**src/design/pfb_pkg.sv**
```systemverilog
`timescale 1ns / 1ps
package pfb_pkg;

    localparam int SCREEN_COLUMNS = 128;
    localparam int SCREEN_PAGES   = 8;
    localparam int SCREEN_ROWS    = SCREEN_PAGES * 8;
    localparam int STORE_DEPTH    = SCREEN_PAGES * SCREEN_COLUMNS;

    localparam int COL_W  = $clog2(SCREEN_COLUMNS);
    localparam int PAGE_W = (SCREEN_PAGES > 1) ? $clog2(SCREEN_PAGES) : 1;
    localparam int ROW_W  = $clog2(SCREEN_ROWS);
    localparam int ADDR_W = $clog2(STORE_DEPTH);
    localparam int CRD_W  = 10;

    localparam int QUEUE_DEPTH = 2;
    localparam int QUEUE_PTR_W = $clog2(QUEUE_DEPTH);
    localparam int QUEUE_CNT_W = $clog2(QUEUE_DEPTH + 1);

    localparam logic [3:0] BLIT_MAX_BITS = 4'd8;
    localparam logic [2:0] PAGE_ROW_MASK = 3'h7;

    localparam logic [2:0] CMD_CLEAR = 3'd0;
    localparam logic [2:0] CMD_PIXEL = 3'd1;
    localparam logic [2:0] CMD_FILL  = 3'd2;
    localparam logic [2:0] CMD_BLIT  = 3'd3;
    localparam logic [2:0] CMD_READ  = 3'd4;

    localparam logic [2:0] OP_NOP   = 3'd0;
    localparam logic [2:0] OP_CLEAR = 3'd1;
    localparam logic [2:0] OP_DRAW  = 3'd2;
    localparam logic [2:0] OP_BLIT  = 3'd3;
    localparam logic [2:0] OP_READ  = 3'd4;

    typedef struct packed {
        logic [2:0] cmd;
        logic [7:0] x;
        logic [7:0] y;
        logic [7:0] width;
        logic [7:0] height;
        logic       color;
        logic [7:0] bitmap_bits;
        logic [3:0] bit_count;
        logic [2:0] page;
    } t_item;

    typedef struct packed {
        logic [7:0] read_data;
        logic       is_read;
    } t_result;

    typedef struct packed {
        logic [2:0]       op;
        logic [COL_W-1:0] col_lo;
        logic [COL_W-1:0] col_hi;
        logic [ROW_W-1:0] row_lo;
        logic [ROW_W-1:0] row_hi;
        logic             color;
        logic [7:0]       bits;
        logic             rd_ok;
    } t_cmd_desc;

    typedef struct packed {
        logic clearing;
    } t_back_status;

endpackage

```
**src/design/pfb_queue.sv**
```systemverilog
`timescale 1ns / 1ps
module pfb_queue (
    input  logic               i_clk,
    input  logic               i_rst_n,
    input  logic               i_push,
    input  pfb_pkg::t_cmd_desc i_push_desc,
    output logic               o_full,
    input  logic               i_pop,
    output pfb_pkg::t_cmd_desc o_pop_desc,
    output logic               o_empty
);
    import pfb_pkg::*;

    t_cmd_desc              r_slot [QUEUE_DEPTH];
    logic [QUEUE_PTR_W-1:0] r_wr_ptr;
    logic [QUEUE_PTR_W-1:0] r_rd_ptr;
    logic [QUEUE_CNT_W-1:0] r_count;
    logic [QUEUE_PTR_W-1:0] n_wr_ptr;
    logic [QUEUE_PTR_W-1:0] n_rd_ptr;
    logic [QUEUE_CNT_W-1:0] n_count;

    assign o_full     = r_count == QUEUE_CNT_W'(QUEUE_DEPTH);
    assign o_empty    = r_count == '0;
    assign o_pop_desc = r_slot[r_rd_ptr];

    always_comb begin
        n_wr_ptr = r_wr_ptr;
        n_rd_ptr = r_rd_ptr;
        n_count  = r_count;
        if (i_push) begin
            n_wr_ptr = (r_wr_ptr == QUEUE_PTR_W'(QUEUE_DEPTH - 1)) ? '0 : r_wr_ptr + 1'b1;
        end
        if (i_pop) begin
            n_rd_ptr = (r_rd_ptr == QUEUE_PTR_W'(QUEUE_DEPTH - 1)) ? '0 : r_rd_ptr + 1'b1;
        end
        if (i_push && !i_pop) begin
            n_count = r_count + 1'b1;
        end else if (!i_push && i_pop) begin
            n_count = r_count - 1'b1;
        end
    end

    always_ff @(posedge i_clk) begin
        if (!i_rst_n) begin
            r_wr_ptr <= '0;
            r_rd_ptr <= '0;
            r_count  <= '0;
        end else begin
            r_wr_ptr <= n_wr_ptr;
            r_rd_ptr <= n_rd_ptr;
            r_count  <= n_count;
        end
    end

    always_ff @(posedge i_clk) begin
        if (i_push) begin
            r_slot[r_wr_ptr] <= i_push_desc;
        end
    end

endmodule

```
**config.mk**
```make
export PLATFORM = sky130hd
export DESIGN_NAME = pfb_queue
export DESIGN_NICKNAME = d
export VERILOG_FILES = /design/src/design/pfb_pkg.sv /design/src/design/pfb_queue.sv
export SDC_FILE = /design/constraint.sdc
export NUM_CORES = 1
export LEC_CHECK = 0
export ABC_AREA = 1
export BUFFER_PORTS_ARGS = -buffer_cell sky130_fd_sc_hd__buf_2
export CORE_ASPECT_RATIO = 1.25
export CORE_MARGIN = 3
export CORE_UTILIZATION = 55
export DETAILED_ROUTE_END_ITERATION = 8
export PLACE_DENSITY = 0.83
export SYNTH_ARGS = -nofsm -noshare
export SYNTH_HDL_FRONTEND = slang
export SYNTH_SLANG_ARGS = --single-unit
export TNS_END_PERCENT = 20
```
**constraint.sdc**
```tcl
create_clock -name i_clk -period 5.4 [get_ports i_clk]
set_input_delay 1.35 -clock i_clk [delete_from_list [all_inputs] [get_ports i_clk]]
set_output_delay 1.35 -clock i_clk [all_outputs]
set_load 0.01 [all_outputs]
```
==> impl_metrics.tcl <==
set metrics [dict create \
    min_period_over_period_pct 60.5 \
    vias 1616 \
    crit_chain "mux2_2 -> buf_2" \
    cts_setup_buffers 0 \
    p_per_area_mw_per_mm2 346 \
    synth_seq_cells 83 \
    start_util_pct 58.7 \
    synth_xor_area_share_pct 0 \
    wl_met2_mm 2.65 \
    overflow 0 \
    wl_per_cell_um 15.8 \
    critPathSlowestCell "dfxtp_2" \
    ioPinCount 84 \
    leakagePower_nw 1.47 \
    slew_viol_final 0 \
    rr_worst_depth 3 \
    reg2reg_slack_ns 3.61 \
    synthTopCellsByArea "edfxtp_1 (76%), mux2_2 (11%), mux2_4 (4.9%)" \
    fin_tns_setup_ns 0 \
    insertion_delay_ns 0.33 \
    final_common_cell "buf_2" \
    grt_usage_pct 16.2 \
    grt_max_degree 40 \
    ys_seq_area_share_pct 79.1 \
    synth_top_family_by_area "multiplexers" \
    clockRootBuffer "clkbuf_8" \
    port_buffers 83 \
    max_freq_mhz 306 \
    diodes 0 \
    cp_top_family "flip-flops" \
    syn-num-nets 200 \
    cts_tree "built" \
    gp_routability_congestion 0.698 \
    synth_top_area_share_pct 75.9 \
    fin_skew_ns 0.00437 \
    postCtsHoldBufs 0 \
    criticalPathCategory "flip-flop to output pin" \
    rsz0062_at_grt "no" \
    slowest_delay_ns 0.99 \
    avgSynthCellArea_um2 19.8 \
    path_clk_slew_ns 0.07 \
    final_cell_mix "buf_2 (83), edfxtp_1 (78), mux2_2 (29)" \
    fp-row-count 29 \
    ys_warn_count 0 \
    htreeDepth 3 \
    drt-met1-wl_mm 1.93 \
    r2r-start "r_wr_ptr$_SDFFE_PN0P_" \
    die-area_mm2 0.00656 \
    grt_pass1_vias 1703 \
    fin_ws_ns 2.13 \
    post-place-ws_ns 2.46 \
    finalSetupViolCount 0 \
    layout-drive-gt1-share_pct 54.4 \
    worst_slew_pin_slew_ns 1.14 \
    dpl.hpwl_mm 3.31 \
    synth-compound-area-share_pct 0.324 \
    syn2layout_area_growth_pct 21.1 \
    cts.sinks 83 \
    yosys.area_share.simple_pct 2.43 \
    synth_area_leader_cell "edfxtp_1" \
    max_cap_viol_count 0 \
    synthAdderAreaFrac_pct 0.405 \
    dieHeight_um 89.8 \
    path_buf_inv 1 \
    synthMuxAreaShare_pct 15.4 \
    dr.pass1.iters 4 \
    vias_per_cell 5.15 \
    totalWireLength_mm 4.95 \
    routed-wl-met3_um 332 \
    worst_setup_path_end_kind "output pin" \
    utilization_pct 71.1 \
    hp-start "r_rd_ptr$_SDFFE_PN0P_" \
    crit_path_start_kind "flip-flop" \
    fin_crit_ns 3.27 \
    timing.rr.end "r_slot[1][29]$_DFFE_PP_" \
    numCtsBuffers 9 \
    grt_antenna_before_repair 0 \
    fp.dieW_um 73.0 \
    ctsResizeCount 0 \
    critPathMaxFanout 39 \
    netlist_instances 156 \
    vdd_drop_max_mv 0.259 \
    crit_arrival_ns 1.92 \
    hold_path_class "flip-flop to flip-flop" \
    hold_viol 0 \
    slew_headroom_pct 24.0 \
    ys_types 15 \
    clockBufferDepth 2 \
    core_mm2 0.00526 \
    drc 0 \
    grt_pass1_wl_mm 7.91 \
    top_layer "met4" \
    fin_nets 291 \
    status "finished, final reports clean" \
    crit_required_ns 4.05 \
    netlist_area_mm2 0.00309 \
    ant_nets 0 \
    whs_path_depth 2 \
    drt_iter0_markers 101 \
]
worst max-delay path by stage:
stage	endpoint	slack, ns	cells after the start
2_1_floorplan	r_slot[0][0]$_DFFE_PP_	1.93	2
3_3_place_gp	o_pop_desc[6]	2.47	2
3_5_place_dp	o_pop_desc[31]	2.46	2
4_1_cts	o_pop_desc[31]	2.09	2
5_1_grt	o_pop_desc[36]	2.00	2
6_report	o_pop_desc[30]	2.13	2
cell type report:
cell class                      instances  area (µm²)
Tap cell                               62        77.6
Timing Repair Buffer                   84         423
Fill cell                             351        1520
Inverter                                8        30.0
Sequential cell                        83        2440
Clock buffer                           10         128
Clock inverter                          6        56.3
Multi-Input combinational cell         61         582
through the flow:
stage / instance area [µm²] / hold WS (ns) / power (mW) / instances
2_1_floorplan: 3090 / 0.463 / 0.846 / 156
3_3_place_gp: 3560 / 0.478 / 0.898 / 298
3_5_place_dp: 3560 / 0.498 / 0.903 / 298
4_1_cts: 3740 / 0.513 / 1.31 / 314
5_1_grt: 3740 / 0.541 / 1.35 / 314
6_report: 3740 / 0.510 / 1.29 / 314
registers in the layout, summed over array words and instances (netlist names), named ones only:
name,cells
r_count,2
r_slot,78
r_rd_ptr,1
r_wr_ptr,1
cells by family (layout without fill, tap and decap cells):
logic type,after synthesis,after routing
multiplexers,39,39
buffers and inverters,12,108
flip-flops,83,83
adder cells (fa/ha/maj),1,1
AND/OR/NAND/NOR,19,19
AO/OA/AOI/OAI,2,2
metal layers:
| metal | up-vias | GRT usage (%) |
|---|---|---|
| li1 | 766 | - |
| met1 | 789 | 18.4 |
| met2 | 57 | 26.7 |
| met5 | - | 0 |
| met3 | 4 | 4.80 |
| met4 | 0 | 8.77 |
where the power goes:
| part | leakage, nW | internal (mW) | switching (mW) |
|---|---|---|---|
| logic | 0.611 | 0.0640 | 0.0610 |
| clock network | 0.0850 | 0.209 | 0.198 |
| registers | 0.774 | 0.742 | 0.0185 |
synthesized netlist by cell type:
cell and count:
nand3_1 1, buf_6 1, nand2_1 8, edfxtp_1 78, a21oi_1 1, buf_8 1, inv_1 8, nor2_1 9
o21ai_0 1, ha_1 1, mux2_2 29, nand4_1 1, mux2_4 10, dfxtp_1 5, buf_4 2
worst reg2reg max path: stages, from the launching register on:
cell	delay [ns]
dfxtp_1	0.40
nand2_1	0.10
inv_1	0.54
buf_4	0.42
Note: power is estimated with default switching activity, not from simulation.
