==> src/design/pfb_pkg.sv <==
`timescale 1ns / 1ps
package pfb_pkg;

    localparam int SCREEN_COLUMNS = 128;
    localparam int SCREEN_PAGES   = 8;
    localparam int SCREEN_ROWS    = SCREEN_PAGES * 8;
    localparam int STORE_DEPTH    = SCREEN_PAGES * SCREEN_COLUMNS;

    localparam int COL_W  = $clog2(SCREEN_COLUMNS);
    localparam int PAGE_W = (SCREEN_PAGES > 1) ? $clog2(SCREEN_PAGES) : 1;
    localparam int ROW_W  = $clog2(SCREEN_ROWS);
    localparam int ADDR_W = $clog2(STORE_DEPTH);
    localparam int CRD_W  = 10;

    localparam int QUEUE_DEPTH = 2;
    localparam int QUEUE_PTR_W = $clog2(QUEUE_DEPTH);
    localparam int QUEUE_CNT_W = $clog2(QUEUE_DEPTH + 1);

    localparam logic [3:0] BLIT_MAX_BITS = 4'd8;
    localparam logic [2:0] PAGE_ROW_MASK = 3'h7;

    localparam logic [2:0] CMD_CLEAR = 3'd0;
    localparam logic [2:0] CMD_PIXEL = 3'd1;
    localparam logic [2:0] CMD_FILL  = 3'd2;
    localparam logic [2:0] CMD_BLIT  = 3'd3;
    localparam logic [2:0] CMD_READ  = 3'd4;

    localparam logic [2:0] OP_NOP   = 3'd0;
    localparam logic [2:0] OP_CLEAR = 3'd1;
    localparam logic [2:0] OP_DRAW  = 3'd2;
    localparam logic [2:0] OP_BLIT  = 3'd3;
    localparam logic [2:0] OP_READ  = 3'd4;

    typedef struct packed {
        logic [2:0] cmd;
        logic [7:0] x;
        logic [7:0] y;
        logic [7:0] width;
        logic [7:0] height;
        logic       color;
        logic [7:0] bitmap_bits;
        logic [3:0] bit_count;
        logic [2:0] page;
    } t_item;

    typedef struct packed {
        logic [7:0] read_data;
        logic       is_read;
    } t_result;

    typedef struct packed {
        logic [2:0]       op;
        logic [COL_W-1:0] col_lo;
        logic [COL_W-1:0] col_hi;
        logic [ROW_W-1:0] row_lo;
        logic [ROW_W-1:0] row_hi;
        logic             color;
        logic [7:0]       bits;
        logic             rd_ok;
    } t_cmd_desc;

    typedef struct packed {
        logic clearing;
    } t_back_status;

endpackage

==> src/design/pfb_front.sv <==
`timescale 1ns / 1ps
module pfb_front (
    input  logic                 i_clk,
    input  logic                 i_rst_n,
    input  logic                 i_in_valid,
    output logic                 o_in_stall,
    input  pfb_pkg::t_item       i_in_item,
    input  logic                 i_q_full,
    input  pfb_pkg::t_back_status i_status,
    output logic                 o_push,
    output pfb_pkg::t_cmd_desc   o_push_desc
);
    import pfb_pkg::*;

    localparam logic [CRD_W-1:0] COLS_C  = CRD_W'(SCREEN_COLUMNS);
    localparam logic [CRD_W-1:0] ROWS_C  = CRD_W'(SCREEN_ROWS);
    localparam logic [CRD_W-1:0] PAGES_C = CRD_W'(SCREEN_PAGES);
    localparam logic [CRD_W-1:0] COL_MAX = CRD_W'(SCREEN_COLUMNS - 1);
    localparam logic [CRD_W-1:0] ROW_MAX = CRD_W'(SCREEN_ROWS - 1);

    logic             r_stall;
    logic             n_stall;
    logic [CRD_W-1:0] x_c;
    logic [CRD_W-1:0] y_c;
    logic [CRD_W-1:0] x_end;
    logic [CRD_W-1:0] y_end;
    logic [CRD_W-1:0] b_end;
    logic [3:0]       blit_n;
    logic             x_on;
    logic             y_on;
    t_cmd_desc        desc;

    // stall is set in reset and drops once reset is released; clearing status then holds it so the sweep owns the store
    assign n_stall = 1'b0;
    always_ff @(posedge i_clk) begin
        if (!i_rst_n) begin
            r_stall <= 1'b1;
        end else begin
            r_stall <= n_stall;
        end
    end

    assign o_in_stall  = r_stall || i_q_full || i_status.clearing;
    assign o_push      = i_in_valid && !o_in_stall;
    assign o_push_desc = desc;

    always_comb begin
        x_c    = CRD_W'(i_in_item.x);
        y_c    = CRD_W'(i_in_item.y);
        x_on   = x_c < COLS_C;
        y_on   = y_c < ROWS_C;
        x_end  = x_c + CRD_W'(i_in_item.width) - CRD_W'(1);
        y_end  = y_c + CRD_W'(i_in_item.height) - CRD_W'(1);
        blit_n = (i_in_item.bit_count > BLIT_MAX_BITS) ? BLIT_MAX_BITS : i_in_item.bit_count;
        b_end  = x_c + CRD_W'(blit_n) - CRD_W'(1);

        desc        = '0;
        desc.op     = OP_NOP;
        desc.col_lo = COL_W'(i_in_item.x);
        desc.col_hi = COL_W'(i_in_item.x);
        desc.row_lo = ROW_W'(i_in_item.y);
        desc.row_hi = ROW_W'(i_in_item.y);
        desc.color  = i_in_item.color;
        desc.bits   = i_in_item.bitmap_bits;

        case (i_in_item.cmd)
            CMD_CLEAR: begin
                desc.op = OP_CLEAR;
            end
            CMD_PIXEL: begin
                if (x_on && y_on) begin
                    desc.op = OP_DRAW;
                end
            end
            CMD_FILL: begin
                if (x_on && y_on && i_in_item.width != 8'd0 && i_in_item.height != 8'd0) begin
                    desc.op     = OP_DRAW;
                    desc.col_hi = COL_W'((x_end > COL_MAX) ? COL_MAX : x_end);
                    desc.row_hi = ROW_W'((y_end > ROW_MAX) ? ROW_MAX : y_end);
                end
            end
            CMD_BLIT: begin
                if (x_on && y_on && blit_n != 4'd0) begin
                    desc.op     = OP_BLIT;
                    desc.color  = 1'b1;
                    desc.col_hi = COL_W'((b_end > COL_MAX) ? COL_MAX : b_end);
                end
            end
            CMD_READ: begin
                desc.op     = OP_READ;
                desc.rd_ok  = x_on && (CRD_W'(i_in_item.page) < PAGES_C);
                desc.row_lo = ROW_W'({i_in_item.page, 3'b000});
                desc.row_hi = ROW_W'({i_in_item.page, 3'b000});
            end
            default: begin
                desc.op = OP_NOP;
            end
        endcase
    end

endmodule

==> config.mk <==
export PLATFORM = sky130hd
export DESIGN_NAME = pfb_front
export DESIGN_NICKNAME = d
export VERILOG_FILES = /design/src/design/pfb_pkg.sv /design/src/design/pfb_front.sv
export SDC_FILE = /design/constraint.sdc
export NUM_CORES = 1
export LEC_CHECK = 0
export ABC_AREA = 1
export ABC_CLOCK_PERIOD_IN_PS = 3900
export BUFFER_PORTS_ARGS = -buffer_cell sky130_fd_sc_hd__buf_4
export CORE_AREA = 3 3 92 94
export CTS_BUF_LIST = sky130_fd_sc_hd__clkbuf_16
export DETAILED_ROUTE_END_ITERATION = 10
export DIE_AREA = 0 0 95 97
export PLACE_DENSITY = 0.57
export SYNTH_ARGS = -nofsm -noshare
export SYNTH_HDL_FRONTEND = slang
export SYNTH_SLANG_ARGS = --single-unit
==> constraint.sdc <==
create_clock -name i_clk -period 3.9 [get_ports i_clk]
set_clock_uncertainty 0.15 [all_clocks]
set_input_delay 0.585 -clock i_clk [delete_from_list [all_inputs] [get_ports i_clk]]
set_output_delay 0.585 -clock i_clk [all_outputs]
set_load 0.02 [all_outputs]
==> metrics.cfg <==
[power_and_ir_drop]
p_switching_w = 0.0002889
leakage_nw = 1.887
p_seq_share_pct = 2.2
switching_share_pct = 58.40
pwr-share-comb_pct = 97.8
cellPowerDensity_nw_per_um2 = 159.8
p_clk_share_pct = 0
p_int_w = 0.0002058
peakVddDrop_v = 0.00008980

[sta]
finalSetupViolCount = 0
max_slew_margin_pct = 57.59
fin_setup_tns_ns = 0
max_freq_ghz = 0.2886
holdWs_ns = 0.5862
fin_crit_sh_pct = 88.84
rsz0062_at_grt = false
period_needed_ns = 3.465
slew_viol_final = 0
hold_viol = 0
worst_pin_slew_ns = 0.6338

[global_route]
grt.total_usage_pct = 14.88
grt_pass1_wl_um = 11530
grt_pass1_vias = 2567
antenna_found_initial = 0
grt_max_degree = 28
gr-total-overflow = 0

[routing]
drt_iter0_markers = 113
routed_wl_um = 6925
ant_nets = 0
wl_per_cell_um = 11.17
vias = 2708
drt_drc_violations_left = 0
drtPass1Iterations = 4
vias_per_cell = 4.368

[clock_tree]
clk_pin_slew_ns = 0
cts_resized = 0
post-cts-setup-buffers = 0
cts_hold_buffers = 0

[yosys]
netlist.area_leader.share_pct = 20.87
syn-cell-area_um2 = 2517
yosys-top-cells-area = ha_1, nand2_1, inv_1, a21oi_1, nand3_1
ys_ff_latch = 1
synth_warnings = 0
ys_seq_area_share_pct = 0.7952
synthArstFlopShare_pct = 0
yosys-top-cells-count = nand2_1, inv_1, ha_1
yosysMostFrequentCell = nand2_1
syn_area_per_cell_um2 = 5.497
yosys.area.top_type = ha_1
syn_inst = 458
synth-edff-count = 0
synth_fp_nets = 559
ys.flop_type = dfxtp_1
yosysUniqueCellTypes = 32

[final_layout]
area_growth_pct = 22.96
diodes = 0
reg_top3 = r_stall (1)
finalNetCount = 621
layout-drive-gt1-share_pct = 22.01
final_core_utilization_pct = 40.06
largest_reg_flops = 1
regMostFlops = r_stall

[floorplan]
die_x_um = 95
io_pins = 97
die_area_um2 = 9215
coreArea_um2 = 7727
start_util_pct = 32.58
dieHeight_um = 97
num_rows = 32

[run_status]
run_status = finished clean

[worst_setup_path]
cp.arrival_ns = 2.73
crit_type = input port to output pin
path_cells = buf_4 > nor2_1 > nand2_1 > nand2_1 > nand2_1 > ha_1 > inv_1 > ha_1 > inv_1 > fa_1 > inv_1 > nand3_1 > nand4_1 > nand2_2 > nor2_8 > nand2_1 > nand2_1 > nand3_1 > buf_4
critical-path-max-stage-delay_ns = 0.40
critPathMostFrequentCell = nand2_1
startpoint_type = input port
cp-end-kind = output pin
path_depth = 19
slowest_stage = fa_1
cp_num_buf_inv = 5
required_ns = 3.16
startpoint = i_in_item[3]
path_delay_family = simple AND/OR/NAND/NOR gates
crit_path_end = o_push_desc[25]
crit_fanout = 7

[flow_run]
maxCapViolCount = 0

[placement]
numPortBuffers = 80
dp_hpwl_um = 6137
gp_congestion = 0.8621

[worst_hold_path]
hold_path.class = input port to flip-flop

power by group through the flow:
stage	sequential [W]	combinational, W	clock [W]
floorplan	0.0000111	0.000355	0
global placement	0.0000112	0.000480	0
detailed placement	0.0000111	0.000485	0
CTS	0.0000111	0.000488	0
global route	0.0000112	0.000551	0
finish	0.0000111	0.000484	0
cells in the final DEF (no fill, tap or decap), types with 7 or more instances in the layout:
cell | Yosys | layout
nand2_1 | 123 | 123
inv_1 | 115 | 115
buf_4 | 15 | 80
ha_1 | 42 | 42
nor2_1 | 36 | 36
a21oi_1 | 30 | 30
nand3_1 | 28 | 28
nand2_2 | 9 | 9
inv_2 | 7 | 7
cell families after synthesis:
family	Yosys count	share of synthesized area [%]
AO/OA/AOI/OAI	41	9.045
AND/OR/NAND/NOR	222	40.31
adder cells (fa/ha/maj)	45	23.26
buffers and inverters	142	24.15
XOR/XNOR	7	2.435
flip-flops	1	0.7953
metrics by stage:
stage	setup slack (ns)	total power, W	std cells	cell area [um2]
2_1_floorplan	0.7729	0.0003665	458	2517
3_3_place_gp	0.4576	0.0004910	620	3095
3_5_place_dp	0.4135	0.0004961	620	3095
4_1_cts	0.4210	0.0004989	620	3095
5_1_grt	0.2129	0.0005625	620	3095
6_report	0.4353	0.0004947	620	3095
worst min path at each step:
| stage | start | endpoint | slack [ns] | cells past startpoint |
|---|---|---|---|---|
| 6_report | i_rst_n | r_stall | 0.59 | 2 |
| 5_1_grt | i_rst_n | r_stall | 0.60 | 2 |
| 4_1_cts | i_rst_n | r_stall | 0.59 | 2 |
| 3_5_place_dp | i_rst_n | r_stall | 0.59 | 2 |
| 3_3_place_gp | i_rst_n | r_stall | 0.59 | 2 |
| 2_1_floorplan | i_rst_n | r_stall | 0.49 | 1 |
final cells by class:
class	instances	area [um2]
Inverter	122	457.9
Tap cell	102	127.6
Fill cell	863	4632
Multi-Input combinational cell	315	1889
Timing Repair Buffer	80	600.6
Sequential cell	1	20.02
layer usage:
metal / vias to the layer above / GRT usage [%] / routed length (um)
met5: - / 0 / 0
met4: 0 / 0.1110 / 0
met3: 0 / 0.4666 / 218
met2: 50 / 26.90 / 3324
met1: 1162 / 20.59 / 3382
li1: 1496 / - / -
Power figures use the tool's default switching activity.
